File: src/rtl/lbld_pkg.sv
`default_nettype none
package lbld_pkg;

  // field and register widths
  localparam int SPEED_W  = 12;
  localparam int LEAN_W   = 11;
  localparam int GFORCE_W = 14;
  localparam int NOW_W    = 32;
  localparam int DIFF_W   = 14;
  localparam int MODE_W   = 3;
  localparam int LLIM_W   = 10;

  // configuration port
  localparam int CFG_IDX_W  = 3;
  localparam int CFG_DATA_W = 12;

  localparam logic [CFG_IDX_W-1:0] CFG_MODE       = 3'd0;
  localparam logic [CFG_IDX_W-1:0] CFG_SPEED_LOW  = 3'd1;
  localparam logic [CFG_IDX_W-1:0] CFG_SPEED_HIGH = 3'd2;
  localparam logic [CFG_IDX_W-1:0] CFG_LEAN_LOW   = 3'd3;
  localparam logic [CFG_IDX_W-1:0] CFG_LEAN_HIGH  = 3'd4;

  // register reset values
  localparam logic [SPEED_W-1:0] SPEED_HIGH_RST = 12'd2000;
  localparam logic [LLIM_W-1:0]  LEAN_HIGH_RST  = 10'd640;

  // fixed g-force range and update hold time
  localparam logic [DIFF_W-1:0] GFORCE_FULL_MG = 14'd5000;
  localparam int HOLD_MS = 50;

  // defaults for top level parameters
  localparam int BAR_LEDS_DEF   = 12;
  localparam int SHIFT_BITS_DEF = 16;

  // display modes
  typedef enum logic [MODE_W-1:0] {
    MODE_SPEED  = 3'd0,
    MODE_RPM    = 3'd1,
    MODE_LEAN   = 3'd2,
    MODE_GFORCE = 3'd3,
    MODE_CUSTOM = 3'd4,
    MODE_OFF    = 3'd5
  } lbld_mode_t;

  // top level sequencer
  typedef enum logic [1:0] {
    ST_IDLE,
    ST_PREP,
    ST_SCALE,
    ST_SHIFT
  } lbld_state_t;

endpackage
`default_nettype wire

File: src/rtl/lbld_if.sv
`default_nettype none
// telemetry sample channel
interface lbld_sample_if import lbld_pkg::*; ();
  logic                       valid;
  logic                       ready;
  logic [SPEED_W-1:0]         speed_sample;
  logic signed [LEAN_W-1:0]   lean_sample;
  logic [GFORCE_W-1:0]        gforce_sample;
  logic [NOW_W-1:0]           now_ms;

  modport source (output valid, speed_sample, lean_sample, gforce_sample, now_ms,
                  input ready);
  modport sink (input valid, speed_sample, lean_sample, gforce_sample, now_ms,
                output ready);
endinterface

// serial bit channel
interface lbld_bit_if;
  logic valid;
  logic ready;
  logic serial_bit;
  logic latch_after;

  modport source (output valid, serial_bit, latch_after, input ready);
  modport sink (input valid, serial_bit, latch_after, output ready);
endinterface
`default_nettype wire

File: src/rtl/lbld_level_unit.sv
`default_nettype none
// level = min(floor(diff * BAR_LEDS / span), BAR_LEDS) by repeated add and compare
module lbld_level_unit import lbld_pkg::*; #(
  parameter int BAR_LEDS = BAR_LEDS_DEF
) (
  input  wire logic                            clk,
  input  wire logic                            rst,
  input  wire logic                            start,
  input  wire logic                            zero,
  input  wire logic [DIFF_W-1:0]               diff,
  input  wire logic [DIFF_W-1:0]               span,
  output logic                                 done,
  output logic [$clog2(BAR_LEDS+1)-1:0]        level
);

  localparam int LVL_W = $clog2(BAR_LEDS + 1);
  localparam int NUM_W = DIFF_W + LVL_W;

  logic               busy;
  logic [LVL_W-1:0]   cnt;
  logic [NUM_W-1:0]   num;
  logic [NUM_W-1:0]   acc;
  logic [DIFF_W-1:0]  span_q;
  logic [NUM_W:0]     sum;

  // shared adder and compare
  assign sum = {1'b0, acc} + (NUM_W + 1)'(span_q);

  // control
  always_ff @(posedge clk) begin
    if (rst) begin
      busy <= 1'b0;
      done <= 1'b0;
      cnt  <= '0;
    end else begin
      done <= 1'b0;
      if (start) begin
        busy <= 1'b1;
        cnt  <= zero ? '0 : LVL_W'(BAR_LEDS);
      end else if (busy) begin
        if (cnt == '0) begin
          busy <= 1'b0;
          done <= 1'b1;
        end else begin
          cnt <= cnt - LVL_W'(1);
        end
      end
    end
  end

  // datapath: one step of the level search each cycle
  always_ff @(posedge clk) begin
    if (start) begin
      num    <= NUM_W'(diff) * NUM_W'(BAR_LEDS);
      acc    <= '0;
      span_q <= span;
      level  <= '0;
    end else if (busy && cnt != '0) begin
      if (sum <= {1'b0, num}) begin
        acc   <= sum[NUM_W-1:0];
        level <= level + LVL_W'(1);
      end
    end
  end

endmodule
`default_nettype wire

File: src/rtl/led_bargraph_level_driver.sv
`default_nettype none
// LED bargraph level driver
// Samples arrive on the sample channel (speed, lean, g-force, ms timestamp).
// The display mode register picks one value, scaled to a bar level; its
// thermometer code becomes the goal pattern (RPM and custom keep the goal,
// off clears it). The shown pattern takes the goal only when HOLD_MS ms
// have passed since the last take. Each sample then produces SHIFT_BITS
// items on the bits channel: the shown pattern zero-extended, MSB first,
// with latch_after set on the last bit. Configuration is a write port
// (wr_en, wr_index, wr_data), to be written only while idle; the block
// itself does not enforce this. Steps per sample: the accept, a setup
// state, the level search in the shared add/compare unit, the pattern
// update, then one bit per cycle while the receiver is ready.
// When the value is at or below the low end or the range is empty the search
// skips its add/compare steps and gives level zero.
// The first bit is offered once the patterns have been updated.
// sample.ready is high only between samples.
// A stalled receiver holds the current bit; the block waits with it.
// Reset clears the patterns, the take timestamp and the registers to their
// reset values, and returns the block to waiting for a sample.
module led_bargraph_level_driver import lbld_pkg::*; #(
  parameter int BAR_LEDS   = BAR_LEDS_DEF,
  parameter int SHIFT_BITS = SHIFT_BITS_DEF
) (
  input  wire logic                  clk,
  input  wire logic                  rst,
  lbld_sample_if.sink                sample,
  lbld_bit_if.source                 bits,
  input  wire logic                  wr_en,
  input  wire logic [CFG_IDX_W-1:0]  wr_index,
  input  wire logic [CFG_DATA_W-1:0] wr_data
);

  localparam int LVL_W = $clog2(BAR_LEDS + 1);
  localparam int CNT_W = $clog2(SHIFT_BITS);

  lbld_state_t state, state_next;

  // configuration registers
  logic [MODE_W-1:0]  display_mode;
  logic [SPEED_W-1:0] speed_low;
  logic [SPEED_W-1:0] speed_high;
  logic [LLIM_W-1:0]  lean_low;
  logic [LLIM_W-1:0]  lean_high;

  // block state
  logic [BAR_LEDS-1:0]   shown_pattern;
  logic [BAR_LEDS-1:0]   goal_pattern;
  logic [NOW_W-1:0]      last_take_ms;

  // captured sample
  logic [DIFF_W-1:0]     val;
  logic [DIFF_W-1:0]     lo;
  logic [DIFF_W-1:0]     hi;
  logic [NOW_W-1:0]      now_q;

  logic [SHIFT_BITS-1:0] shift_reg;
  logic [CNT_W-1:0]      bit_cnt;

  logic [LEAN_W-1:0]     lean_raw;
  logic [LEAN_W-1:0]     lean_mag;
  logic [DIFF_W-1:0]     val_sel;
  logic [DIFF_W-1:0]     lo_sel;
  logic [DIFF_W-1:0]     hi_sel;

  logic                  unit_zero;
  logic [DIFF_W-1:0]     unit_diff;
  logic [DIFF_W-1:0]     span_w;
  logic                  unit_done;
  logic [LVL_W-1:0]      level;

  logic [BAR_LEDS-1:0]   therm;
  logic [BAR_LEDS-1:0]   goal_next;
  logic [BAR_LEDS-1:0]   shown_next;
  logic [NOW_W-1:0]      elapsed;
  logic                  take;
  logic [BAR_LEDS+SHIFT_BITS-1:0] pattern_ext;

  logic                  in_fire;
  logic                  out_fire;
  logic                  last_bit;

  // configuration writes
  always_ff @(posedge clk) begin
    if (rst) begin
      display_mode <= MODE_SPEED;
      speed_low    <= '0;
      speed_high   <= SPEED_HIGH_RST;
      lean_low     <= '0;
      lean_high    <= LEAN_HIGH_RST;
    end else if (wr_en) begin
      case (wr_index)
        CFG_MODE:       display_mode <= wr_data[MODE_W-1:0];
        CFG_SPEED_LOW:  speed_low    <= wr_data[SPEED_W-1:0];
        CFG_SPEED_HIGH: speed_high   <= wr_data[SPEED_W-1:0];
        CFG_LEAN_LOW:   lean_low     <= wr_data[LLIM_W-1:0];
        CFG_LEAN_HIGH:  lean_high    <= wr_data[LLIM_W-1:0];
        default: ;
      endcase
    end
  end

  // value and range select; lean uses its magnitude
  always_comb begin
    lean_raw = sample.lean_sample;
    lean_mag = lean_raw[LEAN_W-1] ? (~lean_raw + LEAN_W'(1)) : lean_raw;
    case (display_mode)
      MODE_LEAN: begin
        val_sel = DIFF_W'(lean_mag);
        lo_sel  = DIFF_W'(lean_low);
        hi_sel  = DIFF_W'(lean_high);
      end
      MODE_GFORCE: begin
        val_sel = DIFF_W'(sample.gforce_sample);
        lo_sel  = '0;
        hi_sel  = GFORCE_FULL_MG;
      end
      default: begin
        val_sel = DIFF_W'(sample.speed_sample);
        lo_sel  = DIFF_W'(speed_low);
        hi_sel  = DIFF_W'(speed_high);
      end
    endcase
  end

  assign in_fire  = sample.valid && sample.ready;
  assign out_fire = bits.valid && bits.ready;
  assign last_bit = (bit_cnt == CNT_W'(SHIFT_BITS - 1));

  // capture the sample
  always_ff @(posedge clk) begin
    if (in_fire) begin
      val   <= val_sel;
      lo    <= lo_sel;
      hi    <= hi_sel;
      now_q <= sample.now_ms;
    end
  end

  // operands for the level search; span is only used when positive
  always_comb begin
    span_w    = hi - lo;
    unit_diff = val - lo;
    unit_zero = (hi <= lo) || (val <= lo);
  end

  lbld_level_unit #(
    .BAR_LEDS (BAR_LEDS)
  ) u_level (
    .clk   (clk),
    .rst   (rst),
    .start (state == ST_PREP),
    .zero  (unit_zero),
    .diff  (unit_diff),
    .span  (span_w),
    .done  (unit_done),
    .level (level)
  );

  // goal and shown pattern update
  always_comb begin
    for (int i = 0; i < BAR_LEDS; i++) begin
      therm[i] = (level > LVL_W'(i));
    end
    case (display_mode)
      MODE_RPM, MODE_CUSTOM: goal_next = goal_pattern;
      MODE_OFF:              goal_next = '0;
      default:               goal_next = therm;
    endcase
    elapsed     = now_q - last_take_ms;
    take        = (elapsed >= NOW_W'(HOLD_MS));
    shown_next  = take ? goal_next : shown_pattern;
    pattern_ext = {{SHIFT_BITS{1'b0}}, shown_next};
  end

  // pattern state
  always_ff @(posedge clk) begin
    if (rst) begin
      shown_pattern <= '0;
      goal_pattern  <= '0;
      last_take_ms  <= '0;
    end else if (state == ST_SCALE && unit_done) begin
      goal_pattern  <= goal_next;
      shown_pattern <= shown_next;
      if (take) begin
        last_take_ms <= now_q;
      end
    end
  end

  // serial shifter
  always_ff @(posedge clk) begin
    if (state == ST_SCALE && unit_done) begin
      shift_reg <= pattern_ext[SHIFT_BITS-1:0];
    end else if (out_fire) begin
      shift_reg <= shift_reg << 1;
    end
  end

  always_ff @(posedge clk) begin
    if (rst) begin
      bit_cnt <= '0;
    end else if (state == ST_SCALE) begin
      bit_cnt <= '0;
    end else if (out_fire) begin
      bit_cnt <= bit_cnt + CNT_W'(1);
    end
  end

  // state register
  always_ff @(posedge clk) begin
    if (rst) begin
      state <= ST_IDLE;
    end else begin
      state <= state_next;
    end
  end

  // sequencer and handshakes
  always_comb begin
    state_next       = state;
    sample.ready     = 1'b0;
    bits.valid       = 1'b0;
    bits.serial_bit  = shift_reg[SHIFT_BITS-1];
    bits.latch_after = last_bit;
    case (state)
      ST_IDLE: begin
        sample.ready = 1'b1;
        if (sample.valid) begin
          state_next = ST_PREP;
        end
      end
      ST_PREP: begin
        state_next = ST_SCALE;
      end
      ST_SCALE: begin
        if (unit_done) begin
          state_next = ST_SHIFT;
        end
      end
      ST_SHIFT: begin
        bits.valid = 1'b1;
        if (bits.ready && last_bit) begin
          state_next = ST_IDLE;
        end
      end
      default: begin
        state_next = ST_IDLE;
      end
    endcase
  end

endmodule
`default_nettype wire
File: src/flat_wrapper.sv
// flat-port wrapper written by rule: the top's interface ports become plain ports
module led_bargraph_level_driver_flat import lbld_pkg::*;
#(
  parameter int BAR_LEDS   = BAR_LEDS_DEF,
  parameter int SHIFT_BITS = SHIFT_BITS_DEF
)
  (clk, rst, wr_en, wr_index, wr_data, sample_valid, sample_speed_sample, sample_lean_sample, sample_gforce_sample, sample_now_ms, sample_ready, bits_valid, bits_serial_bit, bits_latch_after, bits_ready);
  lbld_sample_if sample_i ();
  lbld_bit_if bits_i ();
  input  wire logic clk;
  input  wire logic rst;
  input  wire logic wr_en;
  input  wire logic [CFG_IDX_W-1:0] wr_index;
  input  wire logic [CFG_DATA_W-1:0] wr_data;
  input wire logic [$bits(sample_i.valid)-1:0] sample_valid;
  input wire logic [$bits(sample_i.speed_sample)-1:0] sample_speed_sample;
  input wire logic [$bits(sample_i.lean_sample)-1:0] sample_lean_sample;
  input wire logic [$bits(sample_i.gforce_sample)-1:0] sample_gforce_sample;
  input wire logic [$bits(sample_i.now_ms)-1:0] sample_now_ms;
  output wire logic [$bits(sample_i.ready)-1:0] sample_ready;
  output wire logic [$bits(bits_i.valid)-1:0] bits_valid;
  output wire logic [$bits(bits_i.serial_bit)-1:0] bits_serial_bit;
  output wire logic [$bits(bits_i.latch_after)-1:0] bits_latch_after;
  input wire logic [$bits(bits_i.ready)-1:0] bits_ready;
  assign sample_i.valid = sample_valid;
  assign sample_i.speed_sample = sample_speed_sample;
  assign sample_i.lean_sample = sample_lean_sample;
  assign sample_i.gforce_sample = sample_gforce_sample;
  assign sample_i.now_ms = sample_now_ms;
  assign sample_ready = sample_i.ready;
  assign bits_valid = bits_i.valid;
  assign bits_serial_bit = bits_i.serial_bit;
  assign bits_latch_after = bits_i.latch_after;
  assign bits_i.ready = bits_ready;
  led_bargraph_level_driver #(.BAR_LEDS(BAR_LEDS), .SHIFT_BITS(SHIFT_BITS)) u_core (.clk(clk), .rst(rst), .sample(sample_i), .bits(bits_i), .wr_en(wr_en), .wr_index(wr_index), .wr_data(wr_data));
endmodule
File: config.mk
export PLATFORM = sky130hd
export DESIGN_NAME = led_bargraph_level_driver_flat
export DESIGN_NICKNAME = d
export VERILOG_FILES = /design/src/rtl/lbld_pkg.sv /design/src/rtl/lbld_if.sv /design/src/rtl/lbld_level_unit.sv /design/src/rtl/led_bargraph_level_driver.sv /design/src/flat_wrapper.sv
export SDC_FILE = /design/constraint.sdc
export NUM_CORES = 1
export LEC_CHECK = 0
export ABC_CLOCK_PERIOD_IN_PS = 4000
export BUFFER_PORTS_ARGS = -buffer_cell sky130_fd_sc_hd__buf_2
export CAP_MARGIN = 5
export CORE_ASPECT_RATIO = 0.5
export CORE_MARGIN = 3
export CORE_UTILIZATION = 30
export DETAILED_ROUTE_END_ITERATION = 16
export HOLD_SLACK_MARGIN = 0.12
export MAX_ROUTING_LAYER = met4
export SLEW_MARGIN = 20
export SYNTH_ARGS = -nofsm -noshare
export SYNTH_HDL_FRONTEND = slang
export SYNTH_SLANG_ARGS = --single-unit
File: constraint.sdc
create_clock -name clk -period 4 [get_ports clk]
set_input_delay 0.8 -clock clk [delete_from_list [all_inputs] [get_ports clk]]
set_output_delay 0.8 -clock clk [all_outputs]
set_load 0.005 [all_outputs]
# --- Word level (Yosys, flattened, before mapping) ---
# Cells that the tools add are included.
op_classes:
  n_addsub: 8
  n_mul: 1
  magnitude_cmp: 16
  n_eq_ne: 17
  n_mux: 22
  bitwise: 2
  reduce_logical: 24
op_table:
  columns: ["cell", "count"]
  rows:
  - ["case mux 12 bit (2 select lines)", 2]
  - ["2-to-1 mux 12 bit", 3]
  - [">= comparator 32 x 6 -> 1 bit, second input constant", 1]
  - ["subtractor 32 bit", 1]
  - ["<= comparator 14 bit", 2]
  - ["case mux 14 bit (2 select lines)", 1]
  - ["subtractor 14 bit", 2]
  - ["case mux 13 bit (2 select lines)", 1]
  - ["adder 18 x 14 -> 19 bit", 1]
  - ["<= comparator 19 x 18 -> 1 bit", 1]
  - ["> comparator 4 x 3 -> 1 bit, second input constant", 4]
  - ["> comparator 4 bit, second input constant", 4]
  - ["multiplier 14 x 2 -> 16 bit, second input constant", 1]
  - ["2-to-1 mux 4 bit", 4]
  - ["AND reduction 2 bit", 8]
  - ["== test 3 x 2 -> 1 bit, second input constant", 4]
  - ["adder 11 x 1 -> 11 bit, second input constant", 1]
  - ["2-to-1 mux 11 bit", 1]
  - ["NOT 11 bit", 1]
  - ["== test 3 bit, second input constant", 3]
  - ["adder 4 x 1 -> 4 bit, second input constant", 2]
  - ["> comparator 4 x 1 -> 1 bit, second input constant", 2]
  - ["> comparator 4 x 2 -> 1 bit, second input constant", 2]
  - ["case mux 2 bit (4 select lines)", 1]
  - ["20 further kinds", 37]
word_totals:
  ff_bits: 257
  in_bits: 89
  out_inout_bits: 4

# --- Longest topological paths before layout ---
# Gate-level depths: netlist of the first run.
depth:
  depth_word: 5
  mapped_depth: 21
  mapped_depth_nobuf: 20

# --- Modules after synthesis ---
# A second synthesis of the first run with hierarchy kept.
unflattened:
  hier_cells: 1704
  hier_area_um2: 15045.7
modules_own_cells:
  columns: ["module", "instances", "cells_per_inst", "area_each_um2"]
  rows:
  - ["led_bargraph_level_driver", 1, 1326, 11280.8]
  - ["lbld_level_unit", 1, 378, 3764.9]

# --- Worst setup path before layout of the first run ---
# Ideal clock, no wire load.
synth_path:
  kind: "register to register"
  from: "reg u_core.u_level.span_q[0]"
  to: "reg u_core.u_level.acc[14]"
  arrival_time_ps: 3975
  t_required_ps: 3872
  slack_ps: -103
  stages_incl_launch_ff: 20
  path_cell_list: "edfxtp_1 ha_1 fa_1 a21o_1 a21oi_1 nand2b_1 a21oi_1 a21oi_1 a21oi_1 and3_1 xor2_1 ha_1 a211oi_1 o211a_1 a22oi_1 a31oi_1 clkbuf_1 nand2_1 xor2_1 nor2_1"
synth_between:
  elab_chain_len: 3
synth_rtl:
  columns: ["element", "line", "text"]
  rows:
  - ["start, declared", "lbld_level_unit.sv:23", "logic [DIFF_W-1:0] span_q;"]
  - ["start signal, assigned", "lbld_level_unit.sv:56", "span_q <= span;"]
  - ["adder 18 x 14 -> 19 bit", "lbld_level_unit.sv:27", "assign sum = {1'b0, acc} + (NUM_W + 1)'(span_q);"]
  - ["named net u_core.u_level.sum[16]", "lbld_level_unit.sv:24", "logic [NUM_W:0] sum;"]
  - ["<= comparator 19 x 18 -> 1 bit", "lbld_level_unit.sv:59", "if (sum <= {1'b0, num}) begin"]
  - ["AND reduction 2 bit (no source line)", null, null]
  - ["end signal, assigned", "lbld_level_unit.sv:60", "acc <= sum[NUM_W-1:0];"]
  - ["end, declared", "lbld_level_unit.sv:22", "logic [NUM_W-1:0] acc;"]
# The timed path passes the listed nets, and every way through them passes these cells.
# A chain may end at the register's enable or synchronous reset.

# --- Worst setup path in the final report of the first run ---
layout_path:
  from: "reg u_core.u_level.span_q[0]"
  to: "reg u_core.u_level.acc[0]"
# The elaborated chain is that of the path after synthesis.

==> results of run 1 <==
critical path, delay by kind of cell (launching register included):
| kind | cells | cell delay, ns |
|---|---|---|
| xor gates and xnor gates | 1 | 0.09 |
| AOI/OAI and AO/OA | 10 | 1.54 |
| adders and majority gates | 3 | 0.87 |
| muxes | 1 | 0.17 |
| buffers and inverters | 2 | 0.30 |
| and+or+nand+nor | 3 | 0.39 |
| DFF | 1 | 0.37 |
logic make-up after synthesis:
logic type	count (synthesis)	share of synthesized area, %
simple gates	557	17.4
buf+inv	194	5.19
mux	32	2.15
flops	254	41.6
xor+xnor	70	4.11
compound gates	464	19.4
fa+ha+maj	117	10.1
through the flow:
stage	setup TNS, ns	utilization (%)	hold slack, ns
2_1_floorplan	0	-	0.432
3_3_place_gp	-0.124	33.4	0.440
3_5_place_dp	-1.40	33.4	0.445
4_1_cts	0	35.2	0.395
5_1_grt	-1.06	35.7	0.404
6_report	0	35.7	0.432
Yosys cell counts (all sizes together) (8+ instances only):
cell and n:
nand4 23, a21o 26, xnor2 42, buf 25, mux2i 31, a211oi 38
edfxtp 113, nand2 197, dfxtp 141, o211ai 19, ha 112, nor3 34
inv 106, and2 11, and3 11, a21boi 10, nand2b 10, clkbuf 62
nand3 65, nor2b 28, o21ai 105, o21a 10, a21oi 174, or3 8
nor4 12, xor2 28, nor2 136
per-layer routing:
| layer | GRT usage [%] | vias to the layer above | share of wire (%) |
|---|---|---|---|
| met5 | - | - | 0 |
| met4 | 3.55 | 0 | 2.3 |
| met3 | 1.96 | 58 | 3.2 |
| met2 | 22.8 | 182 | 47 |
| met1 | 17.8 | 5777 | 47 |
| li1 | - | 6241 | - |
report_power, final:
| group | switching [mW] | internal [mW] |
|---|---|---|
| clock | 1.05 | 1.31 |
| sequential | 0.243 | 3.43 |
| combinational | 2.95 | 2.27 |
| total | 4.25 | 7.01 |
repair_timing:
action                     in CTS  in global routing
pin swaps                       1                 18
gates resized for setup         5                 54
setup endpoints to repair      21                 83
buffers inserted                0                  3
gates cloned                    0                  0
layout by cell type, fill, tap and decap left out, drive strengths merged, types with 8 or more instances in the layout:
cell type / n
a21oi: 174
a21o: 26
clkbuf: 36
nand2b: 10
nand4: 23
xnor2: 42
a211oi: 38
or3: 8
o21a: 10
o21ai: 105
nor3: 34
inv: 109
nor2: 136
xor2: 28
edfxtp: 113
o211ai: 19
nand3: 65
nor4: 12
ha: 112
buf: 155
nor2b: 28
clkinv: 8
and2: 11
nand2: 197
a21boi: 10
dfxtp: 141
and3: 11
mux2i: 31
worst paths after layout:
| check | startpoint | end | cells past startpoint |
|---|---|---|---|
| max | u_core.u_level.span_q[0]$_DFFE_PP_ | u_core.u_level.acc[0]$_SDFFE_PP0P_ | 20 |
| min | sample_now_ms[28] | u_core.now_q[28]$_DFFE_PP_ | 1 |
| min reg2reg | u_core.shift_reg[12]$_SDFFE_PP0P_ | u_core.shift_reg[13]$_SDFFE_PP0P_ | 2 |
| max reg2reg | u_core.u_level.span_q[0]$_DFFE_PP_ | u_core.u_level.acc[0]$_SDFFE_PP0P_ | 20 |
cell type report:
type | instances | area, um^2 | area share [%]
clock buffers | 36 | 739 | 4.24
inverters | 107 | 402 | 2.31
flip-flops and latches | 254 | 6220 | 35.7
repair buffers | 155 | 1000 | 5.75
well taps | 649 | 812 | 4.66
clock inverters | 13 | 85.1 | 0.488
multi-input cells | 1240 | 8170 | 46.9
==> results.toml, run 1 <==
[timing]
hold_viol = 0
min_period_over_period_pct = 96.6
setup_viol = 0
drv_slew = 0
tightest_slew_ns = 0.901
clock_skew_ns = 0.0141
fmax_ghz = 0.259
finalCriticalPeriod_ns = 3.86
relSlewSlack_pct = 39.7
rsz0062_at_grt = "yes"
setup_ws_ns = 0.136

[worst_setup_path]
slowest_delay_ns = 0.37
worst-setup-path-type = "flop to flop"
start_kind = "flop"
endpoint_kind = "flop"
slowest_stage = "edfxtp_1"
cp_max_fo = 7
critPathRequiredTime_ns = 4.42
r2r_slack_ns = 0.14
crit_path_cell_trace = "ha_2, fa_2, a21o_1, a21oi_2, nand2b_4, a21oi_4, a21oi_2, nor2b_4, xnor2_2, ha_1, a21o_1, a21o_1, a21oi_2, o211a_1, a22oi_2, a31oi_2, buf_6, buf_12, mux2i_1, nor2_1"
worst_ep_arrival_time_ns = 4.28

[synth]
async_flop_share_pct = 0
netlist_area_mm2 = 0.0149
seq_area_frac_synth_pct = 41.6
synthFlopType = "dfxtp_1"
ys_warn_count = 0
synth_cells = 1688
synth_top_cell_area_share_pct = 22.7
post_synth.cell_area_avg_um2 = 8.84
synth-edff-count = 113
synth-seq-cells = 254
synthTopCellsByArea = "edfxtp_1 (23%), dfxtp_1 (19%), ha_1 (9.4%)"
synthDistinctLibCells = 83
syn-num-nets = 1894
synth_top_area_cell = "edfxtp_1"

[grt]
grt_first_pass_wirelength_um = 58800
antenna_found_initial = 0
grt_pass1_vias = 11500
grt_max_degree = 53
gr-total-overflow = 0
track_usage_pct = 13.8

[clock_network]
hold_buffers = 0
clock-sinks = 254
clk_latency_ns = 0.55
clockBufferDepth = 3
cts_tree = "yes"
cts_buffers = 27
clock-root-buffer = "clkbuf_16"
path_clk_slew_ns = 0.07
h-tree-depth = 1

[cells_and_area]
finalInstanceArea_mm2 = 0.0174
syn2layout_area_growth_pct = 16.7
insertedDiodeCount = 0
reg_top3 = "u_core.last_take_ms x32, u_core.now_q x32, u_core.u_level.acc x18"
n_fill_cell = 4979
final_nets = 1991
drive_gt1_share_pct = 14.8
finalNonFillerCells = 2454

[floorplanning]
dieHeight_um = 164
start_util_pct = 30.5
io_pins = 93
core-area_mm2 = 0.0489
die_area_mm2 = 0.0526
rows = 57
dieWidth_um = 321

[pwr]
p_total_mw = 11.3
p_leak_nw = 6.66
power_density_mw_per_mm2 = 646
irDropWorstVdd_uv = 345

[route]
vias = 12300
drtPass1Iterations = 7
drtIter0Drc = 939
post-route-drc-count = 0
wire_per_inst_um = 14.6
vias_per_cell = 5.00
wl_um = 35900
detail-route-antenna-nets = 0

[placed_design]
dpl.hpwl_um = 26100
dpl.cell_count = 2403
place_ws_ns = -0.109
port-buffer-count = 92
post_dp_cell_area_mm2 = 0.0163
gp_congestion = 0.874

[job]
maxCapViolations = 0

[status]
status = "completed"

[hold_path]
hp-class = "input port to flop"
(Power assumes the default switching activity.)
==> run 2, diff against run 1 <==
Settings changed: ABC_CLOCK_PERIOD_IN_PS 4000 to 3850, SLEW_MARGIN 20 to unset.
Clock period 4 ns to 3.85 ns, I/O delays scaled along.
==> results.toml, run 2 (synthesized netlist as in run 1, its figures left out) <==
[timing]
whs_ns = 0.386
fmax_ghz = 0.259
setup_tns_ns = -0.0459
hold_viol = 0
relSlewSlack_pct = 27.1
drv_slew = 0
tightest_slew_ns = 1.09
finalCriticalPeriod_ns = 3.87
clock_skew_ns = 0.00947
min_period_over_period_pct = 100
setup_viol = 6
setup_ws_ns = -0.0161
rsz0062_at_grt = "yes"

[grt]
track_usage_pct = 14.2
grt_first_pass_wirelength_um = 60600
grt_max_degree = 72
antenna_found_initial = 0
grt_pass1_vias = 11900
gr-total-overflow = 0

[placed_design]
gp_congestion = 0.870
place_ws_ns = -0.270
dpl.cell_count = 2456
dpl.hpwl_um = 26600
port-buffer-count = 92
post_dp_cell_area_mm2 = 0.0167

[floorplanning]
dieWidth_um = 321
rows = 57
core-area_mm2 = 0.0489
io_pins = 93
start_util_pct = 30.5
dieHeight_um = 164
die_area_mm2 = 0.0526

[route]
drtPass1Iterations = 5
vias_per_cell = 4.96
wl_um = 37100
vias = 12500
wire_per_inst_um = 14.7
drtIter0Drc = 781
detail-route-antenna-nets = 0
post-route-drc-count = 0

[clock_network]
path_clk_slew_ns = 0.07
clock-root-buffer = "clkbuf_16"
cts_buffers = 26
clock-sinks = 254
clk_latency_ns = 0.56
clockBufferDepth = 3
cts_tree = "yes"
h-tree-depth = 1

[cells_and_area]
finalNonFillerCells = 2524
layout.cells.most_common = "nand2_1"
finalInstanceArea_mm2 = 0.0180
insertedDiodeCount = 0
final_nets = 2061
final_cell_mix = "nand2_1 (196), a21oi_1 (155), dfxtp_1 (141), nor2_1 (133), buf_4 (125)"
syn2layout_area_growth_pct = 20.5
drive_gt1_share_pct = 18.3
reg_top3 = "u_core.last_take_ms x32, u_core.now_q x32, u_core.u_level.acc x18"
post-route-util_pct = 36.8

[worst_setup_path]
endpoint_kind = "flop"
cp_max_fo = 6
worst-setup-path-type = "flop to flop"
worst_ep_arrival_time_ns = 4.28
crit_path_cell_trace = "ha_2, fa_2, a21o_1, a21oi_2, nand2b_4, a21oi_4, a21oi_2, nor2b_4, xnor2_2, ha_1, a21o_1, a21o_1, a21oi_2, o211a_1, a22oi_2, a31oi_4, buf_6, buf_16, mux2i_1, nor2_1"
slowest_delay_ns = 0.37
cp_top_family = "compound AO/OA/AOI/OAI gates"
start_kind = "flop"
critPathBufInv = 2
critPathRequiredTime_ns = 4.26
slowest_stage = "edfxtp_1"

[pwr]
p_leak_nw = 6.99
power_density_mw_per_mm2 = 696
irDropWorstVdd_uv = 385
p_int_mw = 7.90
p_total_mw = 12.5
power_frac_seq_pct = 30.5
p_sw_mw = 4.62
p_clk_share_pct = 19.7
p_sw_share_pct = 36.9
power_frac_comb_pct = 49.8

[job]
maxCapViolations = 0

[status]
status = "complete, but fails checks"
violations = "setup timing"

[hold_path]
hp-class = "input port to flop"
[run 2: layout make-up]
cell class	instances	area, um^2
clock inverters	11	103
repair buffers	226	1550
fillers	4931	30900
clock buffers	37	722
flip-flops and latches	254	6220
multi-input cells	1240	8170
inverters	107	402
well taps	649	812
[run 2: what timing repair did]
item	4_1_cts	5_1_grt
gates resized for setup	20	53
gates cloned	1	1
setup endpoints to repair	55	85
pin swaps	10	18
buffers inserted	5	13
hold buffers	0	0
[run 2: final timing paths]
check	from	to	slack, ns	cells after the start
worst min register to register	u_core.speed_low[10]$_SDFFE_PP0P_	u_core.speed_low[10]$_SDFFE_PP0P_	0.45	2
worst max register to register	u_core.u_level.span_q[0]$_DFFE_PP_	u_core.u_level.acc[0]$_SDFFE_PP0P_	-0.02	20
worst min-delay path	sample_now_ms[2]	u_core.now_q[2]$_DFFE_PP_	0.39	1
worst max-delay path	u_core.u_level.span_q[0]$_DFFE_PP_	u_core.u_level.acc[0]$_SDFFE_PP0P_	-0.02	20
[run 2: power by group through the flow]
| stage | sequential (mW) | clock (mW) | combinational [mW] |
|---|---|---|---|
| 2_1_floorplan | 3.78 | 0 | 3.97 |
| 3_3_place_gp | 3.87 | 0 | 5.70 |
| 4_1_cts | 3.82 | 2.55 | 5.96 |
| 6_report | 3.82 | 2.46 | 6.24 |
| 3_5_place_dp | 3.88 | 0 | 5.77 |
| 5_1_grt | 3.87 | 2.68 | 7.06 |
[run 2: worst register-to-register path: stages (launching register included)]
cell	delay, ns
edfxtp_1	0.37
ha_2	0.22
fa_2	0.36
a21o_1	0.18
a21oi_2	0.14
nand2b_4	0.16
a21oi_4	0.07
a21oi_2	0.19
nor2b_4	0.17
xnor2_2	0.13
ha_1	0.27
a21o_1	0.16
a21o_1	0.18
a21oi_2	0.14
o211a_1	0.15
a22oi_2	0.09
a31oi_4	0.26
buf_6	0.15
buf_16	0.11
mux2i_1	0.18
nor2_1	0.05
[run 2: per-layer routing]
metal	vias up	GRT usage [%]	wire length (um)
met1	5854	17.8	17100
li1	6385	-	-
met2	215	24.1	17600
met3	68	2.18	1420
met4	0	3.88	978
met5	-	-	0
==> run 3, diff against run 2 <==
--- a/config.mk
+++ b/config.mk
@@ -12,4 +12,5 @@
 export CORE_MARGIN = 3
 export CORE_UTILIZATION = 30
+export CTS_CLUSTER_SIZE = 14
 export DETAILED_ROUTE_END_ITERATION = 16
 export HOLD_SLACK_MARGIN = 0.12
==> constraint.sdc (replaced) <==
create_clock -name clk -period 3.85 [get_ports clk]
set_input_delay 0.5775 -clock clk [delete_from_list [all_inputs] [get_ports clk]]
set_output_delay 0.5775 -clock clk [all_outputs]
set_load 0.005 [all_outputs]
==> results.toml, run 3 (synthesized netlist as in run 1, its figures left out) <==
[status]
status = "complete, but fails checks"
violations = "setup timing"

[pwr]
power_frac_comb_pct = 49.2
p_sw_mw = 4.65
p_clk_share_pct = 20.1
p_int_mw = 7.88
p_sw_share_pct = 37.1
irDropWorstVdd_uv = 381
power_frac_seq_pct = 30.6
p_total_mw = 12.5
p_leak_nw = 7.13
power_density_mw_per_mm2 = 677

[floorplanning]
dieHeight_um = 164
io_pins = 93
core-area_mm2 = 0.0489
rows = 57
dieWidth_um = 321
die_area_mm2 = 0.0526
start_util_pct = 30.5

[timing]
whs_ns = 0.194
tightest_slew_ns = 1.09
hold_viol = 0
fmax_ghz = 0.259
finalCriticalPeriod_ns = 3.85
setup_viol = 3
drv_slew = 0
relSlewSlack_pct = 27.1
rsz0062_at_grt = "yes"
clock_skew_ns = 0.0190
min_period_over_period_pct = 100
setup_ws_ns = -0.00388

[grt]
antenna_found_initial = 0
grt_pass1_vias = 12000
grt_max_degree = 72
gr-total-overflow = 0
grt_first_pass_wirelength_um = 60700
track_usage_pct = 14.1

[cells_and_area]
drive_gt1_share_pct = 21.9
final_cell_mix = "nand2_1 (194), dfxtp_1 (141), nor2_1 (133), a21oi_1 (132), buf_4 (123)"
insertedDiodeCount = 0
syn2layout_area_growth_pct = 24.0
layout.cells.most_common = "nand2_1"
final_nets = 2063
finalInstanceArea_mm2 = 0.0185
finalNonFillerCells = 2526
reg_top3 = "u_core.last_take_ms x32, u_core.now_q x32, u_core.u_level.acc x18"

[clock_network]
clk_latency_ns = 0.56
clock-root-buffer = "clkbuf_16"
h-tree-depth = 1
cts_buffers = 27
hold_buffers = 0
clock-sinks = 254
path_clk_slew_ns = 0.06
cts_tree = "yes"
clockBufferDepth = 3

[placed_design]
dpl.cell_count = 2456
gp_congestion = 0.875
post_dp_cell_area_mm2 = 0.0167
port-buffer-count = 92
place_ws_ns = -0.193
dpl.hpwl_um = 26600

[worst_setup_path]
endpoint_kind = "flop"
worst_ep_arrival_time_ns = 4.14
cp_max_fo = 11
critPathRequiredTime_ns = 4.14
worst-setup-path-type = "flop to flop"
start_kind = "flop"

[hold_path]
hp-class = "input port to flop"

[route]
post-route-drc-count = 0
wl_um = 38000
wire_per_inst_um = 15.1
drtPass1Iterations = 5
drtIter0Drc = 714
vias_per_cell = 4.98
vias = 12600
detail-route-antenna-nets = 0

[job]
maxCapViolations = 0
-- run 3: through the flow --
step / setup TNS [ns] / util (%)
after CTS: 0 / 36.2
final: -0.00852 / 37.9
after global placement: -2.11 / 34.2
after detailed placement: -3.05 / 34.2
after global routing: -8.64 / 37.9
after floorplan: 0 / -
-- run 3: final timing paths --
kind	startpoint	to	slack, ns	cells past startpoint
hold reg to reg	u_core.speed_low[10]$_SDFFE_PP0P_	u_core.speed_low[10]$_SDFFE_PP0P_	0.45	2
setup / recovery	u_core.now_q[1]$_DFFE_PP_	u_core.shift_reg[9]$_DFFE_PP_	-0.004	12
setup reg to reg	u_core.now_q[1]$_DFFE_PP_	u_core.shift_reg[9]$_DFFE_PP_	-0.004	12
hold / removal	sample_now_ms[26]	u_core.now_q[26]$_DFFE_PP_	0.19	1
-- run 3: routing by layer --
metal  share of wire [%]  global-route usage (%)  routed length (um)
met3                 3.2                    2.07                1230
met2                  49                    24.4               18600
met1                  46                    17.6               17500
met4                 2.0                    3.01                 758
met5                   0                       -                   0
-- run 3: area by class of cell --
class                   count  area [um^2]
clock buffers              33          718
clock inverters            16          125
fillers                  4848        30300
inverters                 107          402
multi-input cells        1240         8610
flip-flops and latches    254         6220
well taps                 649          812
repair buffers            227         1620
-- run 3: timing repair --
action,4_1_cts,5_1_grt
buffers inserted,3,13
resized for setup,20,139
endpoints found under the setup margin,24,83
pin swaps,11,70
gates cloned,1,4
-- run 3: power groups by stage --
| stage | Sequential (mW) | Clock [mW] | Combinational, mW |
|---|---|---|---|
| 6_report | 3.84 | 2.52 | 6.17 |
| 5_1_grt | 3.89 | 2.70 | 6.95 |
| 4_1_cts | 3.83 | 2.60 | 5.93 |
| 3_5_place_dp | 3.88 | 0 | 5.76 |
| 3_3_place_gp | 3.87 | 0 | 5.69 |
| 2_1_floorplan | 3.78 | 0 | 3.97 |
-- run 3: worst max-delay path: stages (launching register included) --
cell,delay (ns)
edfxtp_1,0.49
inv_2,0.07
fa_2,0.39
nand2b_4,0.16
a211o_1,0.28
o21ba_4,0.24
o31a_4,0.39
nor3_4,0.13
o32ai_2,0.12
or3_4,0.35
or4_4,0.69
nand2_8,0.17
o211ai_1,0.11
